### src/hdl/srbm_pkg.sv
// ----------------------------------------------------------------------------
// srbm_pkg
// Shared types, codes and constants of the serial report bridge monitor.
// ----------------------------------------------------------------------------
`default_nettype none

package srbm_pkg;

  // Default geometry
  localparam int FRAME_BYTES_DEF = 8;
  localparam int BLINK_SHIFT_DEF = 16;

  // Fixed field widths
  localparam int REPORT_W = 64;
  localparam int BYTE_W   = 8;
  localparam int FAULT_W  = 3;
  localparam int LED_W    = 2;

  // Configuration port
  localparam int PADDR_W = 5;
  localparam int PDATA_W = 32;

  // Register reset values
  localparam logic [7:0] MAGIC_MASK_RST     = 8'd255;
  localparam logic [7:0] MAGIC_VALUE_RST    = 8'd0;
  localparam logic [7:0] TX_FLAG_MASK_RST   = 8'd1;
  localparam logic [7:0] RX_FLAG_MASK_RST   = 8'd2;
  localparam logic [7:0] RESYNC_QUERY_RST   = 8'd255;
  localparam logic [7:0] REFRESH_PERIOD_RST = 8'd5;

  // Fault codes
  localparam logic [FAULT_W-1:0] FAULT_NONE    = 3'd0;
  localparam logic [FAULT_W-1:0] FAULT_MISSING = 3'd2;
  localparam logic [FAULT_W-1:0] FAULT_LATE    = 3'd3;
  localparam logic [FAULT_W-1:0] FAULT_STALL   = 3'd4;

  // LED patterns while blinking
  localparam logic [LED_W-1:0] LEDS_ON  = 2'b11;
  localparam logic [LED_W-1:0] LEDS_OFF = 2'b00;

  // Dark frames appended after the blink frames
  localparam logic [3:0] BLINK_WAIT_FRAMES = 4'd4;

  typedef enum logic [1:0] {
    OP_BYTE = 2'd0,
    OP_POLL = 2'd1,
    OP_TICK = 2'd2,
    OP_NONE = 2'd3
  } op_t;

  typedef enum logic [2:0] {
    REG_MAGIC_MASK     = 3'd0,
    REG_MAGIC_VALUE    = 3'd1,
    REG_TX_FLAG_MASK   = 3'd2,
    REG_RX_FLAG_MASK   = 3'd3,
    REG_RESYNC_QUERY   = 3'd4,
    REG_REFRESH_PERIOD = 3'd5
  } cfg_reg_t;

  typedef struct packed {
    logic [REPORT_W-1:0] report;
    logic                report_valid;
    logic                notify_ready;
    logic                resync_ack;
    logic                led_write;
    logic [LED_W-1:0]    leds;
    logic [FAULT_W-1:0]  fault_code;
  } res_t;

  // Byte i of the neutral frame; the last frame byte carries the magic value.
  function automatic logic [7:0] neutral_byte(input int idx, input int frame_bytes,
                                              input logic [7:0] magic);
    logic [7:0] b;
    if (idx == frame_bytes - 1) begin
      b = magic;
    end else begin
      case (idx)
        2:       b = 8'h08;
        3:       b = 8'd128;
        4:       b = 8'd128;
        5:       b = 8'd128;
        6:       b = 8'd128;
        default: b = 8'd0;
      endcase
    end
    return b;
  endfunction

endpackage

`default_nettype wire

### src/hdl/serial_report_bridge_monitor.sv
// ----------------------------------------------------------------------------
// serial_report_bridge_monitor
// Serial-to-report bridge: frames serial bytes, refreshes a host report on
// polls, watches for missing, late and stalled frames, blinks fault codes.
// ----------------------------------------------------------------------------
// Usage:
//   Input channel (in_valid / in_stall) carries one request per accepted
//   edge: op selects serial byte, host poll or blink tick; byte_value goes
//   with a serial byte. Every request yields exactly one result on the
//   output channel (out_valid / out_stall): report word, flags, LEDs and
//   the current fault code.
//   An accepted request's result is registered in the output slot, or in
//   the skid slot if the output result is not taken at that edge. A request
//   is taken each cycle while in_stall is low; all the per-request work is a
//   single pass of small logic between state registers and result register.
//   The result side has an output register and a skid register, so a
//   request is still taken while one result waits on a stalled receiver;
//   in_stall rises only once both are occupied and drops the cycle after
//   the receiver takes a result.
//   Reset (synchronous, active high) loads the neutral frame as full,
//   clears the fault, the poll phase and the blink counter, empties the
//   result registers and restores register defaults.
//   Configuration goes through the APB-style port, register i at byte
//   address 4*i; write it only while the block is idle.
// ----------------------------------------------------------------------------
`default_nettype none

module serial_report_bridge_monitor #(
  parameter int FRAME_BYTES = srbm_pkg::FRAME_BYTES_DEF,
  parameter int BLINK_SHIFT = srbm_pkg::BLINK_SHIFT_DEF
) (
  input  wire logic                          clk,
  input  wire logic                          rst,
  // request channel
  input  wire logic                          in_valid,
  output logic                               in_stall,
  input  wire logic [1:0]                    op,
  input  wire logic [srbm_pkg::BYTE_W-1:0]   byte_value,
  // result channel
  output logic                               out_valid,
  input  wire logic                          out_stall,
  output logic [srbm_pkg::REPORT_W-1:0]      report,
  output logic                               report_valid,
  output logic                               notify_ready,
  output logic                               resync_ack,
  output logic                               led_write,
  output logic [srbm_pkg::LED_W-1:0]         leds,
  output logic [srbm_pkg::FAULT_W-1:0]       fault_code,
  // configuration port
  input  wire logic                          psel,
  input  wire logic                          penable,
  input  wire logic                          pwrite,
  input  wire logic [srbm_pkg::PADDR_W-1:0]  paddr,
  input  wire logic [srbm_pkg::PDATA_W-1:0]  pwdata,
  output logic [srbm_pkg::PDATA_W-1:0]       prdata,
  output logic                               pready
);

  import srbm_pkg::*;

  localparam int FILL_W  = $clog2(FRAME_BYTES + 1);
  localparam int IDX_W   = $clog2(FRAME_BYTES);
  localparam int BLINK_W = BLINK_SHIFT + 4;
  localparam logic [FILL_W-1:0] FILL_FULL = FILL_W'(FRAME_BYTES);
  localparam logic [FILL_W-1:0] FILL_NEAR = FILL_W'(FRAME_BYTES - 1);

  // Configuration registers
  logic [7:0] cmp_mask;
  logic [7:0] cmp_value;
  logic [7:0] tx_flag_mask;
  logic [7:0] rx_flag_mask;
  logic [7:0] resync_query_byte;
  logic [7:0] refresh_period;

  // Block state
  logic [7:0]          frame_store [FRAME_BYTES];
  logic [FILL_W-1:0]   frame_fill;
  logic [FILL_W-1:0]   previous_fill;
  logic [REPORT_W-1:0] report_word;
  logic [FAULT_W-1:0]  fault_state;
  logic [7:0]          poll_phase;
  logic [BLINK_W-1:0]  blink_ticks;

  logic [7:0]          frame_store_next [FRAME_BYTES];
  logic [FILL_W-1:0]   frame_fill_next;
  logic [FILL_W-1:0]   previous_fill_next;
  logic [REPORT_W-1:0] report_word_next;
  logic [FAULT_W-1:0]  fault_state_next;
  logic [7:0]          poll_phase_next;
  logic [BLINK_W-1:0]  blink_ticks_next;

  // Result registers: output slot plus skid slot
  res_t out_res;
  res_t skid_res;
  logic skid_valid;
  res_t res_next;

  logic in_accept;
  logic out_take;
  logic cfg_write;
  logic [2:0] cfg_idx;

  assign in_stall  = skid_valid;
  assign in_accept = in_valid && !skid_valid;
  assign out_take  = out_valid && !out_stall;

  // --------------------------------------------------------------------------
  // Configuration port
  // --------------------------------------------------------------------------
  assign pready    = 1'b1;
  assign cfg_write = psel && penable && pwrite && pready;
  assign cfg_idx   = paddr[4:2];

  always_comb begin
    case (cfg_reg_t'(cfg_idx))
      REG_MAGIC_MASK:     prdata = PDATA_W'(cmp_mask);
      REG_MAGIC_VALUE:    prdata = PDATA_W'(cmp_value);
      REG_TX_FLAG_MASK:   prdata = PDATA_W'(tx_flag_mask);
      REG_RX_FLAG_MASK:   prdata = PDATA_W'(rx_flag_mask);
      REG_RESYNC_QUERY:   prdata = PDATA_W'(resync_query_byte);
      REG_REFRESH_PERIOD: prdata = PDATA_W'(refresh_period);
      default:            prdata = '0;
    endcase
  end

  // --------------------------------------------------------------------------
  // Per-request update
  // --------------------------------------------------------------------------
  logic [REPORT_W-1:0] neutral_word;
  logic                report_neutral;
  logic [7:0]          magic_byte;
  logic [BLINK_W-1:0]  blink_inc;
  logic [3:0]          blink_frame;
  logic [3:0]          flash_limit;
  logic [3:0]          dark_limit;
  logic [7:0]          phase_inc;

  // Neutral report: frame bytes of the neutral frame, upper bytes zero
  always_comb begin
    neutral_word = '0;
    for (int i = 0; i < FRAME_BYTES; i++) begin
      neutral_word[8*i +: 8] = neutral_byte(i, FRAME_BYTES, cmp_value);
    end
  end

  // Report still neutral over the bytes a refresh would copy
  always_comb begin
    report_neutral = 1'b1;
    for (int i = 0; i < FRAME_BYTES - 1; i++) begin
      if (report_word[8*i +: 8] != neutral_byte(i, FRAME_BYTES, 8'd0)) begin
        report_neutral = 1'b0;
      end
    end
  end

  assign magic_byte  = frame_store[FRAME_BYTES-1];
  assign blink_inc   = blink_ticks + BLINK_W'(1);
  assign blink_frame = blink_inc[BLINK_W-1 -: 4];
  assign flash_limit = {fault_state, 1'b0};
  assign dark_limit  = flash_limit + BLINK_WAIT_FRAMES;
  assign phase_inc   = poll_phase + 8'd1;

  always_comb begin
    frame_store_next   = frame_store;
    frame_fill_next    = frame_fill;
    previous_fill_next = previous_fill;
    report_word_next   = report_word;
    fault_state_next   = fault_state;
    poll_phase_next    = poll_phase;
    blink_ticks_next   = blink_ticks;
    res_next           = '0;

    case (op_t'(op))
      OP_BYTE: begin
        if (frame_fill >= FILL_NEAR && byte_value == resync_query_byte) begin
          // resync query: reload neutral frame as full, clear the fault
          res_next.resync_ack = 1'b1;
          fault_state_next    = FAULT_NONE;
          for (int i = 0; i < FRAME_BYTES; i++) begin
            frame_store_next[i] = neutral_byte(i, FRAME_BYTES, cmp_value);
          end
          frame_fill_next = FILL_FULL;
        end else if (frame_fill < FILL_FULL) begin
          for (int i = 0; i < FRAME_BYTES; i++) begin
            if (frame_fill[IDX_W-1:0] == IDX_W'(i)) begin
              frame_store_next[i] = byte_value;
            end
          end
          frame_fill_next = frame_fill + FILL_W'(1);
        end else if (fault_state == FAULT_NONE) begin
          // overrun while the frame is full
          fault_state_next = FAULT_STALL;
          report_word_next = neutral_word;
        end
      end

      OP_POLL: begin
        if (poll_phase == 8'd0 && fault_state == FAULT_NONE) begin
          if (frame_fill == FILL_FULL) begin
            if ((magic_byte & cmp_mask) == cmp_value) begin
              res_next.led_write    = 1'b1;
              res_next.leds         = {|(magic_byte & rx_flag_mask),
                                       |(magic_byte & tx_flag_mask)};
              res_next.notify_ready = 1'b1;
              // copy all but the magic byte; that report byte holds
              for (int i = 0; i < FRAME_BYTES - 1; i++) begin
                report_word_next[8*i +: 8] = frame_store[i];
              end
              for (int i = 0; i < FRAME_BYTES; i++) begin
                frame_store_next[i] = 8'd0;
              end
              frame_fill_next = '0;
            end else begin
              fault_state_next = FAULT_MISSING;
              report_word_next = neutral_word;
            end
          end else if (!report_neutral) begin
            fault_state_next = (frame_fill == '0) ? FAULT_MISSING : FAULT_LATE;
            report_word_next = neutral_word;
          end else if (frame_fill != '0 && previous_fill == frame_fill) begin
            fault_state_next = FAULT_STALL;
            report_word_next = neutral_word;
          end
          previous_fill_next = frame_fill_next;
        end
        res_next.report_valid = 1'b1;
        res_next.report       = report_word_next;
        poll_phase_next       = (phase_inc == refresh_period) ? 8'd0 : phase_inc;
      end

      OP_TICK: begin
        if (fault_state != FAULT_NONE) begin
          blink_ticks_next = blink_inc;
          if (blink_frame < flash_limit) begin
            res_next.led_write = 1'b1;
            res_next.leds      = blink_frame[0] ? LEDS_OFF : LEDS_ON;
          end else if (blink_frame < dark_limit) begin
            res_next.led_write = 1'b1;
            res_next.leds      = LEDS_OFF;
          end else begin
            blink_ticks_next = '0;
          end
        end
      end

      default: begin
      end
    endcase

    res_next.fault_code = fault_state_next;
  end

  // --------------------------------------------------------------------------
  // Registers
  // --------------------------------------------------------------------------
  always_ff @(posedge clk) begin
    if (rst) begin
      cmp_mask          <= MAGIC_MASK_RST;
      cmp_value         <= MAGIC_VALUE_RST;
      tx_flag_mask      <= TX_FLAG_MASK_RST;
      rx_flag_mask      <= RX_FLAG_MASK_RST;
      resync_query_byte <= RESYNC_QUERY_RST;
      refresh_period    <= REFRESH_PERIOD_RST;
      for (int i = 0; i < FRAME_BYTES; i++) begin
        frame_store[i] <= neutral_byte(i, FRAME_BYTES, MAGIC_VALUE_RST);
      end
      frame_fill    <= FILL_FULL;
      previous_fill <= '0;
      report_word   <= '0;
      fault_state   <= FAULT_NONE;
      poll_phase    <= 8'd0;
      blink_ticks   <= '0;
      out_valid     <= 1'b0;
      skid_valid    <= 1'b0;
    end else begin
      if (cfg_write) begin
        case (cfg_reg_t'(cfg_idx))
          REG_MAGIC_MASK:     cmp_mask          <= pwdata[7:0];
          REG_MAGIC_VALUE:    cmp_value         <= pwdata[7:0];
          REG_TX_FLAG_MASK:   tx_flag_mask      <= pwdata[7:0];
          REG_RX_FLAG_MASK:   rx_flag_mask      <= pwdata[7:0];
          REG_RESYNC_QUERY:   resync_query_byte <= pwdata[7:0];
          REG_REFRESH_PERIOD: refresh_period    <= pwdata[7:0];
          default: begin
          end
        endcase
      end

      if (in_accept) begin
        frame_store   <= frame_store_next;
        frame_fill    <= frame_fill_next;
        previous_fill <= previous_fill_next;
        report_word   <= report_word_next;
        fault_state   <= fault_state_next;
        poll_phase    <= poll_phase_next;
        blink_ticks   <= blink_ticks_next;
      end

      // Result slots: skid drains into the output slot first
      if (skid_valid) begin
        if (out_take) begin
          skid_valid <= 1'b0;
        end
      end else if (in_accept) begin
        if (!out_valid || out_take) begin
          out_valid <= 1'b1;
        end else begin
          skid_valid <= 1'b1;
        end
      end else if (out_take) begin
        out_valid <= 1'b0;
      end
    end
  end

  // Result payload, no reset needed
  always_ff @(posedge clk) begin
    if (skid_valid) begin
      if (out_take) begin
        out_res <= skid_res;
      end
    end else if (in_accept) begin
      if (!out_valid || out_take) begin
        out_res <= res_next;
      end else begin
        skid_res <= res_next;
      end
    end
  end

  assign report       = out_res.report;
  assign report_valid = out_res.report_valid;
  assign notify_ready = out_res.notify_ready;
  assign resync_ack   = out_res.resync_ack;
  assign led_write    = out_res.led_write;
  assign leds         = out_res.leds;
  assign fault_code   = out_res.fault_code;

endmodule

`default_nettype wire
### config.mk
export PLATFORM = sky130hd
export DESIGN_NAME = serial_report_bridge_monitor
export DESIGN_NICKNAME = d
export VERILOG_FILES = /design/src/hdl/srbm_pkg.sv /design/src/hdl/serial_report_bridge_monitor.sv
export SDC_FILE = /design/constraint.sdc
export NUM_CORES = 1
export LEC_CHECK = 0
export ABC_AREA = 1
export BUFFER_PORTS_ARGS = -buffer_cell sky130_fd_sc_hd__buf_2
export CAP_MARGIN = 20
export CORE_ASPECT_RATIO = 0.7
export CORE_MARGIN = 5
export CORE_UTILIZATION = 45
export DETAILED_ROUTE_END_ITERATION = 10
export SETUP_SLACK_MARGIN = 0.4
export SYNTH_ARGS = -nofsm -noshare
export SYNTH_HDL_FRONTEND = slang
export SYNTH_SLANG_ARGS = --single-unit
export TNS_END_PERCENT = 10
### constraint.sdc
create_clock -name clk -period 10.54 [get_ports clk]
set_clock_uncertainty 0.1 [all_clocks]
set_input_delay 1.054 -clock clk [delete_from_list [all_inputs] [get_ports clk]]
set_output_delay 1.054 -clock clk [all_outputs]
set_load 0.02 [all_outputs]
[Word-level counts from Yosys, hierarchy flattened]
Index checks and enable logic that the tools add are counted.
Storage, ports and cells
  register bits after elaboration: 363
  bits of input ports: 54
  output and inout bits: 108
  logic and storage cells: 215
Operators by class
  add/subtract/negate cells: 4
  magnitude comparators: 4
  equal/unequal tests: 41
  multiplexer cells: 76
  bitwise gates (word level): 5
  reduce and logical (&&, ||, !) cells: 49
Operator list (count)
  64-bit 2-to-1 mux: 12
  73-bit 2-to-1 mux: 4
  64-bit case mux with 2 select lines: 2
  8-bit 2-to-1 mux: 10
  66-bit 2-to-1 mux: 1
  56-bit 2-to-1 mux: 1
  7-bit AND reduction: 8
  8-bit case mux with 6 select lines: 1
  3-bit 2-to-1 mux: 14
  20-bit 2-to-1 mux: 2
  8-bit != test (second input constant): 4
  3-bit != test (second input constant): 9
  8-bit AND: 3
  8-bit == test: 3
  20-bit by 1-bit adder with 20-bit output (second input constant): 1
  1-bit 2-to-1 mux: 20
  4-bit 2-to-1 mux: 5
  3-bit == test (second input constant): 6
  8-bit nonzero test: 2
  8-bit OR reduction: 2
  3-bit AND reduction: 5
  2-bit AND reduction: 7
  3-bit by 2-bit == test with 1-bit output (second input constant): 4
  2-bit != test (second input constant): 6
  other kinds (29): 47

[Logic depth before layout (Yosys ltp)]
  depth in word-level cells: 15
  gate-level depth with buffers: 18
  gate-level depth less buffers: 18

[Worst setup path before layout]
Ideal clock, no wire load.
  kind: input to register
  start point: input port in_valid
  end point: register out_res (netlist bit fault_code[0]), enable pin
  library setup time: 0.528 ns
  arrival time: 4.984 ns
  data required time: 9.912 ns
  slack: 4.928 ns
  stages on the path: 5
  buffers on the path: 1
  cell sequence: nand2_1 buf_6 inv_1 a21oi_1 a21oi_1
Between the ends
  cells in the longest elaborated chain, start to end: 3
Ends and longest elaborated chain
  from (decl): RTL line serial_report_bridge_monitor.sv:35  | input wire logic in_valid,
  1-bit logical AND: RTL line serial_report_bridge_monitor.sv:104  | assign in_accept = in_valid && !skid_valid;
  2-bit nonzero test (no line)
  3-bit AND reduction (no line)
  to (signal assigned): RTL line serial_report_bridge_monitor.sv:320  | out_res <= skid_res;
  to (signal assigned): RTL line serial_report_bridge_monitor.sv:324  | out_res <= res_next;
  to (decl): RTL line serial_report_bridge_monitor.sv:93  | res_t out_res;
Every way passes these cells.
A chain may end at the register's enable or synchronous reset.

[Final worst setup path]
  start point: input port paddr[3] (netlist name)
  end point: output port prdata[5] (netlist name)
Between the ends
  cells in the longest elaborated chain, start to end: 2
  elaborated cells between the ends (all ways): 7
  those cells by class: eq/ne: 5; mux: 1; reduce/logical: 1
Ends and longest elaborated chain
  from (decl): RTL line serial_report_bridge_monitor.sv:53  | input wire logic [srbm_pkg::PADDR_W-1:0] paddr,
  3-bit == test, or another cell as far along: RTL line serial_report_bridge_monitor.sv:115  | case (cfg_reg_t'(cfg_idx))
  8-bit case mux with 6 select lines (*): RTL line serial_report_bridge_monitor.sv:115
  to (decl): RTL line serial_report_bridge_monitor.sv:55  | output logic [srbm_pkg::PDATA_W-1:0] prdata,
Every way passes the cells marked *; elsewhere a longest branch is shown, timed or not.

==> results.md <==
Hold path:
- The path class of the lowest-slack min-delay path is register to register.
- The critical hold path startpoint is frame_store[39]$_SDFFE_PP1P_.

Setup path:
- The type of the worst setup path is input pin to output port.
- STA classifies the critical path endpoint as an output port.
- Traced cell by cell, the critical path runs through buf_2, inv_1, nor3_2, a22oi_1, o221ai_1, a221o_1, buf_2.
- The worst register-to-register path ends at report[46]$_DFFE_PP_.
- In this run the critical register-to-register path is launched from cmp_value[5]$_SDFFE_PP0P_.
- The destination of the critical timing path is prdata[5].
- The number of logic stages on the critical path including buffering is 7.
- The logic depth of the worst register-to-register path is 12.
- Together, buffers and inverters on the worst path number 3.
- The worst path required time is 9.39 ns.
- In this design, the stage delay of the slowest critical-path cell is 0.42 ns.
- The most critical setup path has its startpoint at paddr[3].
- Among the stages of the critical path, the cell type that occurs most often is sky130_fd_sc_hd__buf_2.
- The data arrival time of the critical path is 2.64 ns.
- Along the worst path, the maximum fanout reaches 7.
- Broken down by cell family, the worst path's largest delay share belongs to compound AO/OA/AOI/OAI gates.
- The worst setup path is launched from an input pin.
- The master of the slowest instance on the critical path is sky130_fd_sc_hd__a22oi_1.
- The worst register-to-register path has a setup slack of 6.76 ns.

Global route:
- The via count of the first global-routing pass is roughly 13k.
- The maximum number of pins on one net before global-route repair is between 90 and 100.
- The total track usage is roughly a fifth.
- The total congestion overflow is 0.
- The first global-routing pass estimated ~68000 um of wire.
- The number of antenna violations at the first check in global routing is 1.

Power:
- The proportion of total power due to net switching is 25.7%.
- Internal power comes to around 0.0025 W.
- The share of total power dissipated in combinational logic is roughly a tenth.
- The worst voltage drop across the vdd grid is between 100 and 150 uV.
- The static power due to leakage is 7.94 nW.
- Summed over all nets, the switching power comes to roughly 0.00087 W.
- The fraction of power consumed by sequential logic is 46.4%.
- The clock network is responsible for a little over two fifths of the overall power.
- The power density normalized to cell area is 180 nW/um^2.

Finish:
- The diode insertion count for antenna repair is 0.
- After the last flow step, the layout net total stands at roughly 2.2k.
- For this run, the share of the core covered by cells in the final layout is between 50% and 60%.
- Cells with a size suffix above 1 make up 13.6% of the layout.
- From synthesis to final layout, the design area changed by 13.1%.
- In the final layout, flip-flops and latches occupy 8730 um^2.
- The multi-input logic area is 6590 um^2.
- Fill cells in the final layout number roughly 3.4k.
- Excluding fillers, the count of instances in the completed layout stands at between 2k and 3k.

Yosys:
- Sequential cells were found to cover between 50 and 60% of the synthesized design area.
- The number of synthesized register bits is 363.
- The area of the mapped netlist is between 15000 and 20000 um^2.
- The fraction of synthesized cell area taken by the top area cell type is roughly a quarter.
- Ranked by total cell area, the synthesized netlist is headed by sky130_fd_sc_hd__edfxtp_1 (26%), sky130_fd_sc_hd__dfxtp_1 (26%), sky130_fd_sc_hd__nand2_1 (11%).
- After synthesis, the mean cell area works out to about 8.2 um^2.
- The synthesized instance count is 2034.
- Synthesis instantiated 54 different standard cells from the library.
- Yosys mapped a number of flops with a built-in enable equal to 146.
- The most instantiated flip-flop cell in the synthesis netlist is sky130_fd_sc_hd__dfxtp_1.
- The library cell with the largest summed area after synthesis is sky130_fd_sc_hd__edfxtp_1.
- The share of flip-flops with an asynchronous set or reset is 0%.
- During synthesis, Yosys emitted a total of 0 warnings.

Placed design:
- The post-placement cell count is between 2k and 3k.
- The half-perimeter wire length after detailed placement is roughly 29000 um.
- Routability-driven placement finished with a final weighted congestion of about 0.94.
- Input and output buffers added on the ports amount to 110.

STA:
- The number of hold violations in the final report is 0.
- Setup repair after global routing left no endpoint under its margin.
- The number of pins with negative max-slew slack in the final report is 0.
- The maximum achievable frequency is approximately 0.26 GHz.
- The pin slew with the least headroom to its limit is 0.896 ns.
- The aggregate negative setup slack is 0 ns.
- The relative slew slack is between 40% and 50%.
- Setup violations remaining at the end of the flow were counted as 0.
- The clock period could shrink to around 3.8 ns.
- The worst path uses between 30 and 40% of the clock period.

Die:
- The die covers slightly above 40000 um^2.
- The initial core utilization is a little under half.
- The region available for standard cell placement spans 36800 um^2.
- The floorplan step set the die width to 240 um.
- The number of placement rows is 59.
- The count of boundary I/O pins is 162.
- In this run the vertical extent of the chip is 171 um.

Routing:
- The detail route stage leaves a number of antenna-violating nets equal to 0.
- Dividing the detail-routed wire length by the instance count gives around 16 um.
- In this run, the number of DRC markers left after iteration 0 of detailed routing was approximately 1.2k.
- Wires add up to roughly 43000 um.
- The ratio of routed vias to standard cells is 5.12.
- The via total after detailed routing is 13.5k.
- The first TritonRoute pass finished after 5 iterations.
- After detailed routing, the number of remaining DRC violations is 0.

Clock network:
- After clock tree synthesis, the clock-pin slew on the worst setup and hold paths is roughly 0.06 ns.
- Post-CTS repair changed the size of 0 cells.
- CTS built an H-tree with a depth of 2.
- The clock insertion delay at the later pin of the skew report is roughly 0.53 ns.
- In this run, post-CTS hold repair placed 0 buffers.
- Once the clock tree was built, the setup fixing pass inserted 0 buffers.
- The total clock sinks is 363.
- The number of CTS-inserted buffers is 39.
- The CTS tree is built.
- In this run the deepest clock path goes through 3 buffers.
- The cell at the root of the clock tree is sky130_fd_sc_hd__clkbuf_16.

Status:
- The run finished with clean final reports.

Job:
- The count of max-cap constraint violations is 0.
[how the worst min path moves through the flow]
stage,slack (ns),depth (start not counted),to
after floorplan,0.33,2,frame_store[31]$_SDFFE_PP1P_
after global placement,0.34,2,frame_store[39]$_SDFFE_PP1P_
after detailed placement,0.35,2,frame_store[39]$_SDFFE_PP1P_
after CTS,0.36,2,frame_store[39]$_SDFFE_PP1P_
after global routing,0.37,2,frame_store[62]$_SDFFE_PP0P_
final,0.36,2,frame_store[39]$_SDFFE_PP1P_
[routing by layer]
layer | wire length, um | global-route usage, % | vias up | part of all wire (%)
met1 | 20500 | 30.3 | 6242 | 47
met5 | 13 | 0 | - | 0.030
met4 | 686 | 4.44 | 2 | 1.6
li1 | - | - | 6811 | -
met3 | 3610 | 4.56 | 52 | 8.3
met2 | 18400 | 31.3 | 399 | 43
[registers in the layout, indices dropped and copies added, names as in the netlist, 20 cells and up]
register,cells
blink_ticks,20
report,64
report_word,64
frame_store,56
skid_res,73
[layout by cell type (no fill, tap or decap), types with 9 or more instances in the layout]
| cell | Yosys | layout |
|---|---|---|
| sky130_fd_sc_hd__buf_4 | 26 | 13 |
| sky130_fd_sc_hd__nor2_1 | 226 | 225 |
| sky130_fd_sc_hd__o21ai_1 | 24 | 24 |
| sky130_fd_sc_hd__o21ai_0 | 164 | 164 |
| sky130_fd_sc_hd__conb_1 | 2 | 25 |
| sky130_fd_sc_hd__o21ai_2 | 19 | 19 |
| sky130_fd_sc_hd__dfxtp_1 | 217 | 216 |
| sky130_fd_sc_hd__nand2_1 | 498 | 498 |
| sky130_fd_sc_hd__inv_1 | 184 | 183 |
| sky130_fd_sc_hd__nand4_1 | 9 | 9 |
| sky130_fd_sc_hd__xor2_1 | 15 | 15 |
| sky130_fd_sc_hd__clkbuf_16 | 0 | 39 |
| sky130_fd_sc_hd__o22ai_1 | 10 | 10 |
| sky130_fd_sc_hd__inv_2 | 36 | 36 |
| sky130_fd_sc_hd__a21oi_1 | 148 | 147 |
| sky130_fd_sc_hd__edfxtp_1 | 146 | 146 |
| sky130_fd_sc_hd__nand3_1 | 107 | 107 |
| sky130_fd_sc_hd__xnor2_1 | 10 | 10 |
| sky130_fd_sc_hd__buf_2 | 14 | 110 |
| sky130_fd_sc_hd__ha_1 | 17 | 17 |
| sky130_fd_sc_hd__a22oi_1 | 14 | 14 |
| sky130_fd_sc_hd__nand2_2 | 9 | 9 |
[kinds of logic after synthesis]
| group | Yosys count | share of synthesized area (%) |
|---|---|---|
| compound gates | 407 | 13.5 |
| simple gates | 894 | 22.8 |
| buf+inv | 326 | 8.62 |
| xor+xnor | 25 | 1.32 |
| other cells | 2 | 0.0451 |
| fa+ha+maj | 17 | 1.28 |
| flops | 363 | 52.4 |
[per-stage QoR]
stage	total power, W	hold slack [ns]	worst slack [ns]	area, um^2
detailed placement	0.00196	0.347	6.54	17500
finish	0.00339	0.358	6.75	18800
global placement	0.00195	0.341	6.50	17400
floorplan	0.00185	0.330	4.93	16700
global route	0.00352	0.372	6.51	18800
CTS	0.00342	0.361	6.80	18800
[worst register-to-register path, cell delays in order (launching register included)]
cell and delay [ns]:
sky130_fd_sc_hd__dfxtp_1 0.42, sky130_fd_sc_hd__inv_1 0.12, sky130_fd_sc_hd__nand3_1 0.08, sky130_fd_sc_hd__nand2_1 0.05, sky130_fd_sc_hd__inv_1 0.04, sky130_fd_sc_hd__nand2_1 0.11, sky130_fd_sc_hd__nor2_2 0.21, sky130_fd_sc_hd__nand4_2 0.45
sky130_fd_sc_hd__nor2_4 0.85, sky130_fd_sc_hd__inv_2 0.54, sky130_fd_sc_hd__o21ai_1 0.36, sky130_fd_sc_hd__inv_1 0.08, sky130_fd_sc_hd__o21ai_0 0.19
[layout make-up]
type / instances / area share [%]
timing repair buffer: 126 / 3.67
clock buffer: 44 / 5.36
sequential: 363 / 46.4
tap: 488 / 3.24
clock inverter: 26 / 1.83
inverter: 225 / 4.52
multi-input combinational: 1368 / 35.0
[synthesized netlist by cell type (4+ instances only)]
cell	number
sky130_fd_sc_hd__o22ai_1	10
sky130_fd_sc_hd__buf_6	12
sky130_fd_sc_hd__nand2_4	6
sky130_fd_sc_hd__a221oi_1	8
sky130_fd_sc_hd__o221ai_1	4
sky130_fd_sc_hd__nand3_1	107
sky130_fd_sc_hd__inv_2	36
sky130_fd_sc_hd__buf_1	4
sky130_fd_sc_hd__xor2_1	15
sky130_fd_sc_hd__nand4_1	9
sky130_fd_sc_hd__ha_1	17
sky130_fd_sc_hd__edfxtp_1	146
sky130_fd_sc_hd__a21oi_1	148
sky130_fd_sc_hd__buf_2	14
sky130_fd_sc_hd__o21ai_0	164
sky130_fd_sc_hd__or2_1	4
sky130_fd_sc_hd__nand2_1	498
sky130_fd_sc_hd__clkbuf_1	44
sky130_fd_sc_hd__nor3_1	6
sky130_fd_sc_hd__xnor2_1	10
sky130_fd_sc_hd__o21ai_1	24
sky130_fd_sc_hd__a22oi_1	14
sky130_fd_sc_hd__dfxtp_1	217
sky130_fd_sc_hd__inv_1	184
sky130_fd_sc_hd__o21ai_2	19
sky130_fd_sc_hd__nor2_1	226
sky130_fd_sc_hd__buf_4	26
sky130_fd_sc_hd__nor2_2	8
sky130_fd_sc_hd__nand2_2	9
[power groups by stage]
stage / combinational (W) / clock, W / sequential [W]
2_1_floorplan: 0.000233 / 0 / 0.00162
4_1_cts: 0.000361 / 0.00149 / 0.00157
5_1_grt: 0.000400 / 0.00155 / 0.00158
3_3_place_gp: 0.000352 / 0 / 0.00160
3_5_place_dp: 0.000360 / 0 / 0.00160
6_report: 0.000361 / 0.00146 / 0.00157
Power figures use the tool's default switching activity.
